<file path="config.mk">
export PLATFORM = sky130hd
export DESIGN_NAME = olist_cell
export DESIGN_NICKNAME = d
export VERILOG_FILES = /design/src/sv/olist_pkg.sv /design/src/sv/olist_cell.sv
export SDC_FILE = /design/constraint.sdc
export NUM_CORES = 1
export LEC_CHECK = 0
export ABC_AREA = 1
export BUFFER_PORTS_ARGS = -buffer_cell sky130_fd_sc_hd__buf_2
export CORE_MARGIN = 2
export CORE_UTILIZATION = 40
export DETAILED_ROUTE_END_ITERATION = 10
export PLACE_DENSITY = 0.72
export SKIP_CTS_REPAIR_TIMING = 1
export SKIP_LAST_GASP = 1
export SLEW_MARGIN = 20
export SYNTH_ARGS = -nofsm -noshare
export SYNTH_HDL_FRONTEND = slang
export SYNTH_SLANG_ARGS = --single-unit
</file>
<file path="constraint.sdc">
create_clock -name aclk -period 1.8 [get_ports aclk]
set_clock_uncertainty 0.15 [all_clocks]
set_input_delay 0.18 -clock aclk [delete_from_list [all_inputs] [get_ports aclk]]
set_output_delay 0.18 -clock aclk [all_outputs]
set_load 0.01 [all_outputs]
</file>
<file path="src/sv/olist_pkg.sv">
// ----------------------------------------------------------------------------
// olist_pkg
// Shared types and codes for the ordered list engine: opcodes, status codes
// and the command word broadcast to every storage cell.
// ----------------------------------------------------------------------------
`timescale 1ns / 1ps
`default_nettype none

package olist_pkg;

    localparam int OP_W   = 3;
    localparam int POS_W  = 7;
    localparam int VAL_W  = 32;
    localparam int STAT_W = 2;
    localparam int ECNT_W = 7;

    // Operation codes carried in the input word
    typedef enum logic [OP_W-1:0] {
        OP_APPEND   = 3'd0,
        OP_INSERT   = 3'd1,
        OP_DELETE   = 3'd2,
        OP_READ     = 3'd3,
        OP_CONTAINS = 3'd4,
        OP_CLEAR    = 3'd5
    } opcode_t;

    // Result status codes
    typedef enum logic [STAT_W-1:0] {
        ST_OK    = 2'd0,
        ST_RANGE = 2'd1,
        ST_FULL  = 2'd2
    } status_t;

    // Action that a cell takes on its stored entry
    typedef enum logic [2:0] {
        CELL_HOLD,
        CELL_APPEND,
        CELL_INSERT,
        CELL_DELETE,
        CELL_CLEAR
    } cell_op_t;

    // Command broadcast to the row of cells
    typedef struct packed {
        cell_op_t               kind;
        logic [POS_W-1:0]       pos;
        logic [VAL_W-1:0]       value;
        logic                   load;     // a word is accepted this cycle
        logic                   rd_en;    // valid read at pos
        logic                   srch_en;  // membership search for value
    } olist_cmd_t;

endpackage

`default_nettype wire

</file>
<file path="src/sv/olist_cell.sv">
// ----------------------------------------------------------------------------
// olist_cell
// One slot of the list. Holds a single entry, shifts it to or from its
// neighbors on insert and delete, and flags a read or search hit.
// ----------------------------------------------------------------------------
`timescale 1ns / 1ps
`default_nettype none

module olist_cell
    import olist_pkg::*;
#(
    parameter int IDX   = 0,
    parameter int CNT_W = 7
) (
    input  wire logic               aclk,
    input  wire logic               aresetn,
    input  wire olist_cmd_t         cmd,
    input  wire logic [CNT_W-1:0]   count,
    input  wire logic [VAL_W-1:0]   left_data,   // entry of the cell below
    input  wire logic [VAL_W-1:0]   right_data,  // entry of the cell above
    output logic      [VAL_W-1:0]   entry,
    output logic      [VAL_W-1:0]   rd_data,
    output logic                    hit
);

    logic [VAL_W-1:0] entry_reg, entry_next;
    logic [VAL_W-1:0] rd_reg, rd_next;
    logic             hit_reg, hit_next;
    logic             at_pos, above_pos, at_count, below_count;

    // position relations of this slot
    assign at_pos      = (IDX == int'(cmd.pos));
    assign above_pos   = (IDX >  int'(cmd.pos));
    assign at_count    = (IDX == int'(count));
    assign below_count = (IDX <  int'(count));

    // next entry
    always_comb begin
        entry_next = entry_reg;
        case (cmd.kind)
            CELL_APPEND: begin
                if (at_count) entry_next = cmd.value;
            end
            CELL_INSERT: begin
                if (above_pos)   entry_next = left_data;
                else if (at_pos) entry_next = cmd.value;
            end
            CELL_DELETE: begin
                if (above_pos || at_pos) entry_next = right_data;
            end
            CELL_CLEAR:  entry_next = '0;
            default:     entry_next = entry_reg;
        endcase
    end

    // read and search taps, sampled against the state before the update
    assign rd_next  = (cmd.rd_en && at_pos) ? entry_reg : '0;
    assign hit_next = cmd.srch_en && below_count && (entry_reg == cmd.value);

    always_ff @(posedge aclk) begin
        if (!aresetn) begin
            entry_reg <= '0;
        end else begin
            entry_reg <= entry_next;
        end
    end

    always_ff @(posedge aclk) begin
        if (cmd.load) begin
            rd_reg  <= rd_next;
            hit_reg <= hit_next;
        end
    end

    assign entry   = entry_reg;
    assign rd_data = rd_reg;
    assign hit     = hit_reg;

endmodule

`default_nettype wire

</file>
Word-level counts from Yosys, hierarchy flattened
Index checks and enable logic that the tools add are counted.
{ "totals": {"inputBits": 118, "reg_bits": 65} }
{ "op_classes": {"n_lt_le_gt_ge": 1, "n_mux": 4, "n_reduce_logical": 7, "n_eq_ne": 8} }
{ "ops": {"columns": ["operator", "n"], "rows": [
  ["$pmux W32 S4", 1],
  ["$mux W32", 3],
  ["$eq A32 B32 Y1", 1],
  ["$logic_not A7 Y1", 2],
  ["$lt A1 B7 Y1 const A", 1],
  ["$eq A3 B2 Y1 const B", 2],
  ["$ne A2 B2 Y1 const B", 3],
  ["$reduce_and A4 Y1", 1],
  ["$reduce_bool A4 Y1", 1],
  ["$eq A3 B1 Y1 const B", 1],
  ["$eq A3 B3 Y1 const B", 1],
  ["$logic_and A1 B1 Y1", 3]
]} }

Longest topological paths before layout
Gate-level depths: netlist (run 1).
{ "depth": {"ltp_word": 3, "mapped_depth": 9} }

Worst setup path after synthesis (run 1)
OpenSTA, ideal clock, no wires.
{ "synth_path": {"path_kind": "input -> register", "from": "in cmd[42] in the netlist's numbering", "to": "reg entry_reg[0] (netlist: entry[0])", "arrival_time_ns": 1.089, "setup_ns": 0.113, "n_path_buf": 2, "path_stages": 8, "setup_slack_ns": 0.448, "cell_sequence": "buf_2 inv_1 nand3_2 nand3b_1 nand3_4 buf_2 nor2_1 nor2_1"} }
{ "synth_between": {"elab_chain_cells": 3, "word_cells_on_any_way": 10, "cone_classes": "7 x eq/ne; 1 x mux; 2 x reduce/logical"} }
{ "synth_rtl": {"columns": ["item", "line_no", "source"], "rows": [
  ["start: declaration", "olist_cell.sv:17", "input wire olist_cmd_t cmd,"],
  ["$eq A3 B2 Y1 (tied with other cells)", "olist_cell.sv:40", "case (cmd.kind)"],
  ["$reduce_bool A4 Y1 (no source line) or $ne A2 B2 Y1 (tied branches)", null, null],
  ["$reduce_and A4 Y1 (no source line)", null, null],
  ["end signal: assignment", "olist_cell.sv:64", "entry_reg <= entry_next;"],
  ["end: declaration", "olist_cell.sv:26", "logic [VAL_W-1:0] entry_reg, entry_next;"]
]} }
Several ways; a longest one is shown, not always the timed one.
A chain may end at the register's enable or synchronous reset.

Final worst setup path (run 1)
{ "layout_path": {"from": "reg entry_reg[18] (netlist: entry[18])", "to": "reg hit_reg (netlist: hit), data pin"} }
{ "layout_between": {"elab_chain_cells": 2} }
{ "layout_rtl": {"columns": ["item", "line_no", "source"], "rows": [
  ["$eq A32 B32 Y1", "olist_cell.sv:58", "assign hit_next = cmd.srch_en && below_count && (entry_reg == cmd.value);"],
  ["$logic_and A1 B1 Y1", "olist_cell.sv:58", null],
  ["net hit_next", "olist_cell.sv:28", "logic hit_reg, hit_next;"],
  ["end signal: assignment", "olist_cell.sv:71", "hit_reg <= hit_next;"],
  ["end: declaration", "olist_cell.sv:28", null]
]} }
The timed path passes the listed nets, and every way through them passes these cells.

==> results.md, run 1 <==
- Syn Inst Count: 490
- Reg2reg end: hit
- F_max: 720 MHz
- Total die area: 9390 sq um
- Layout area overhead: 30.5%
- Worst reg2reg setup slack: 410 ps
- Detail Route Antenna Nets: 0
- Via count of the first global-routing pass: 3533
- Core Util, Final: 0.543
- Vias per cell: 4.88
- Synth async-reset ratio: 0
- Initial antenna violation count: 0
- Core Area: 8300 sq um
- Clk pwr share: 0.325
- Logic pwr share: 0.206
- Root buffer cell: clkbuf_8
- #FFs+latches synth: 65
- Finish-stage setup viols: 0
- Vias: 3650
- WP data arrival: 1430 ps
- Area after DPL: 4330 sq um
- Post-synth top area share: 0.287
- Hold_sp: right_data[20]
- EDFF count, synth: 33
- RSZ-0062 raised after global routing: false
- Final hold violations: 0
- Detailed-route wire length: 10500 microns
- Clock transition at path regs: 80 ps
- Detailed Place HPWL: 7560 microns
- R2R depth: 8
- CTS tree: built
- CTS H-tree depth: 3
- Worst slew margin: 0.554
- Peak supply drop: 420 uV
- Endpoint, Worst Hold: entry[20]
- Hold Path Depth: 5
- Fin. max-slew vios: 0
- Seq pwr share: 0.469
- Clk buf depth: 2
- Largest cells by area after synthesis: edfxtp_1 29%, dfxtp_1 19%, nand2_1 14%, nor2_1 13%, nand3_1 6.8%
- FP Rows: 33
- Syn_area_per_cell: 7.05 sq um
- CP endpoint kind: flop
- Max Fanout on Critical Path: 4
- GRT overflow: 0
- Port bufs: 150
- Synth area leader: edfxtp_1
- Drt drc: 0
- I/O pin total: 183
- Sequential area share after synthesis: 0.473
- Unique cell type count in the Yosys netlist: 23
- Final Power: 3660 uW
- First-pass GRT wire length: 16800 microns
- Share of layout cells above drive strength 1: 0.277
- Post-Syn Area: 3450 sq um
- WL/cell: 14.1 microns
- Initial DRC count: 153
- Fill cells: 835
- Most common cell after layout, fill and taps aside: buf_2
- Largest net degree at the start of global routing: 53
- Crit path launch type: flop
- Ant diodes: 0
- Final min period: 1390 ps
- Final instance area: 4510 sq um
- Commonest cells after routing, fill and taps aside: 150 x buf_2, 125 x nand2_1, 121 x nor2_1
- Internal power: 2570 uW
- Final Wtd Congestion: 0.801
- Clk Latency, worst-skew pair: 330 ps
- Post-synth net total: 608
- Max-Cap Viols: 0
- Final #Nets: 756
- Clk sink count: 65
- Static leakage: 0.00239 uW
- Die Ht: 96.9 microns
- Starting density of the core: 0.416
- Min-Delay Path Class: in -> reg
- CP startpoint: entry[18]
- Top FF cell, synth: edfxtp_1
- Chip width: 96.9 microns
- Setup Slack @ Placement: 146 ps
- Synthesis Warnings: 0
- Drt first pass iters: 4
- Required time of the critical path: 1840 ps
- Status: completed
- Final period util: 0.772
- Pwr Density: 812 nW/um^2
- Net Sw Power: 1080 uW
- Sw Share: 0.296
- CP Class: reg -> reg
- Worst r2r src: entry[18]
- Slew @ Worst Pin: 670 ps
- Setup total negative slack: 0 ps
- TritonCTS Buffers: 9
- Global router's overall resource usage: 0.221
- Setup WS post-layout: 411 ps
-- cell usage after synthesis (2+ instances only) --
master,number
nand2_1,125
nor2_1,121
inv_1,54
nand3_1,47
edfxtp_1,33
dfxtp_1,32
o21ai_0,30
clkbuf_1,10
xor2_1,9
buf_2,6
nand4_1,4
buf_6,3
o21ai_1,3
buf_1,2
inv_2,2
nor3_1,2
-- worst max-delay path by stage --
stage	endpoint	slack (ps)
2_1_floorplan	entry[0]	450
3_3_place_gp	entry[4]	200
3_5_place_dp	entry[31]	150
4_1_cts	hit	410
5_1_grt	hit	240
6_report	hit	410
-- per-layer routing --
layer  vias to the layer above  GRT usage  share of wire
met5                         -          0              0
met4                         0     0.0683          0.012
met3                         9     0.0412          0.078
met2                       158      0.396           0.50
met1                      1657      0.269           0.41
li1                       1826          -              -
-- metrics by stage --
| stage | instances | hold WS, ps |
|---|---|---|
| after detailed placement | 732 | 398 |
| after global placement | 732 | 384 |
| after CTS | 748 | 41.0 |
| after global routing | 748 | 71.1 |
| final | 748 | 56.1 |
| after floorplan | 490 | 142 |
-- cells by family after synthesis --
family | Yosys count | synth area share
compound gates | 34 | 0.0497
xor+xnor | 9 | 0.0228
buf+inv | 78 | 0.0939
flops | 65 | 0.473
simple gates | 304 | 0.361
-- power groups by stage --
| stage | combinational, uW | sequential (uW) | clock (uW) |
|---|---|---|---|
| 2_1_floorplan | 383 | 1780 | 0 |
| 3_3_place_gp | 739 | 1740 | 0 |
| 3_5_place_dp | 753 | 1740 | 0 |
| 4_1_cts | 757 | 1710 | 1210 |
| 5_1_grt | 848 | 1720 | 1290 |
| 6_report | 754 | 1710 | 1190 |
-- layout make-up --
cell class                      count  area [sq um]  area share
Sequential cell                    65          1630       0.362
Multi-Input combinational cell    347          1500       0.332
Clock inverter                      4          45.0      0.0100
Inverter                           56           210      0.0467
Tap cell                          105           131      0.0292
Timing Repair Buffer              159           856       0.190
Clock buffer                       12           135      0.0300
-- critical path, stage by stage (launching register included) --
cell and delay, ps:
dfxtp_1 340, inv_1 100, nand2_1 80, o21ai_0 90, nor2_1 110, nand2_1 50, nor2_1 130, nand3_1 120
nor2_1 90
(Power assumes the default switching activity.)
==> inputs of run 2 (changes only) <==
- clock period: 1.8 -> 1.3 ns (I/O delays scaled with it)
==> run 2 against run 1 <==
Against the previous run:
- the run now ends with hold timing, setup timing left
- non-clock buffer count is 33 higher
- count of clock-buffer cells in the layout stayed put
- total power is 39% higher
- sequential share of layout area is 2.0 points lower
- clock power is 27% higher
- sequential cell count stayed put
- routed wire length is 2.4% higher
- highest routed layer unchanged
==> results.md, run 2 (synthesis gave the netlist of run 1 again) <==
- Final instance area: 4800 sq um
- Detailed Place HPWL: 7820 microns
- Layout area overhead: 39.0%
- Fin. max-slew vios: 0
- F_max: 739 MHz
- Reg area: 1640 sq um
- Fill cells: 804
- Max Fanout on Critical Path: 3
- WP data arrival: 1400 ps
- Clock transition at path regs: 70 ps
- Initial DRC count: 180
- Min-Delay Path Class: in -> reg
- Final #Nets: 789
- Detail Route Antenna Nets: 0
- Reg2reg end: hit
- Fin cells: 778
- Vias: 3771
- Share of layout cells above drive strength 1: 0.336
- FP Rows: 33
- Critical path buffer and inverter count: 1
- Area after DPL: 4610 sq um
- Setup crit end: hit
- Global router's overall resource usage: 0.228
- Die Ht: 96.9 microns
- Clk sink count: 65
- Detailed-route wire length: 10800 microns
- Critical path cell sequence: inv_1 -> nand2_1 -> o21ai_1 -> nor2_1 -> nand2_1 -> nor2_2 -> nand3_2 -> nor2_2
- Most common cell after layout, fill and taps aside: buf_2
- Status: complete, but fails checks
- Worst r2r src: entry[9]
- R2R depth: 8
- Required time of the critical path: 1350 ps
- Final Wtd Congestion: 0.806
- Drt first pass iters: 4
- Area of the multi-input gates: 1510 sq um
- CTS H-tree depth: 3
- Violated checks: hold timing, setup timing
- Final hold violations: 3
- Port bufs: 150
- First-pass GRT wire length: 17200 microns
- Setup total negative slack: -53.3 ps
- RSZ-0062 raised after global routing: true
- TritonCTS Buffers: 9
- Hold_sp: right_data[23]
- Clk Latency, worst-skew pair: 340 ps
- Worst path max stage delay: 340 ps
- Hold Worst Slack: -2.22 ps
- Levels on crit path: 8
- Largest net degree at the start of global routing: 54
- Ant diodes: 0
- Max-Cap Viols: 0
- CP Class: reg -> reg
- Crit path launch type: flop
- CTS tree: built
- Commonest cells after routing, fill and taps aside: 150 x buf_2, 124 x nand2_1, 117 x nor2_1
- Chip width: 96.9 microns
- Final min period: 1350 ps
- Final period util: 1.04
- CP startpoint: entry[9]
- Static leakage: 0.00255 uW
- Worst slew margin: 0.803
- Finish-stage setup viols: 1
- Clk buf depth: 2
- Slowest stage cell on the critical path: dfxtp_2
- Slew @ Worst Pin: 294 ps
- Starting density of the core: 0.416
- Setup WS post-layout: -53.3 ps
- CP endpoint kind: flop
- Pwr Density: 1060 nW/um^2
- I/O pin total: 183
- Drt drc: 0
- Core Area: 8300 sq um
- Core Util, Final: 0.578
- Initial antenna violation count: 0
- Peak supply drop: 474 uV
- Root buffer cell: clkbuf_8
- GRT overflow: 0
- Via count of the first global-routing pass: 3625
- CP top delay family: simple AND/OR/NAND/NOR gates
- Total die area: 9390 sq um
- Placed insts: 765
- WL/cell: 13.9 microns
- Worst reg2reg setup slack: -50 ps
- Vias per cell: 4.85
[run 2: cell count changes in the layout (fill, tap and decap cells not counted), moves of 4 or more]
cell | before | now
buf_4 | 6 | 36
dfxtp_1 | 32 | 24
dfxtp_2 | 0 | 8
nor2_1 | 121 | 117
nor2_2 | 0 | 4
[run 2: report_power, final]
group	total [uW]	switching (uW)	internal, uW
Sequential	2380	88.7	2290
Combinational	1190	676	516
Clock	1510	745	760
[run 2: area by class of cell]
class,instances,area share
Inverter,56,0.0438
Clock buffer,12,0.0323
Tap cell,105,0.0274
Timing Repair Buffer,192,0.238
Sequential cell,65,0.342
Clock inverter,1,0.000782
Multi-Input combinational cell,347,0.316
[run 2: metal layers]
layer	global-route usage	share of wire
met5	0	0
met4	0.0953	0.029
met3	0.0499	0.072
met2	0.395	0.49
met1	0.271	0.41
[run 2: worst min path at each step]
stage                     cells after the start         to
after floorplan                               0        hit
after global placement                        5  entry[20]
after detailed placement                      5  entry[23]
after CTS                                     5  entry[23]
after global routing                          5   entry[1]
final                                         5  entry[23]
[run 2: worst register-to-register path, cell delays in order, from the launching register on]
cell,delay [ps]
dfxtp_2,340
inv_1,50
nand2_1,70
o21ai_1,80
nor2_1,130
nand2_1,80
nor2_2,110
nand3_2,90
nor2_2,110
[run 2: stage by stage]
stage | power [uW] | setup slack (ps) | hold slack [ps]
2_1_floorplan | 3000 | -1.46 | 92.5
3_3_place_gp | 3570 | -84.2 | 336
3_5_place_dp | 3590 | -141 | 338
4_1_cts | 5070 | -102 | -12.0
5_1_grt | 5340 | -136 | 25.3
6_report | 5070 | -53.3 | -2.22
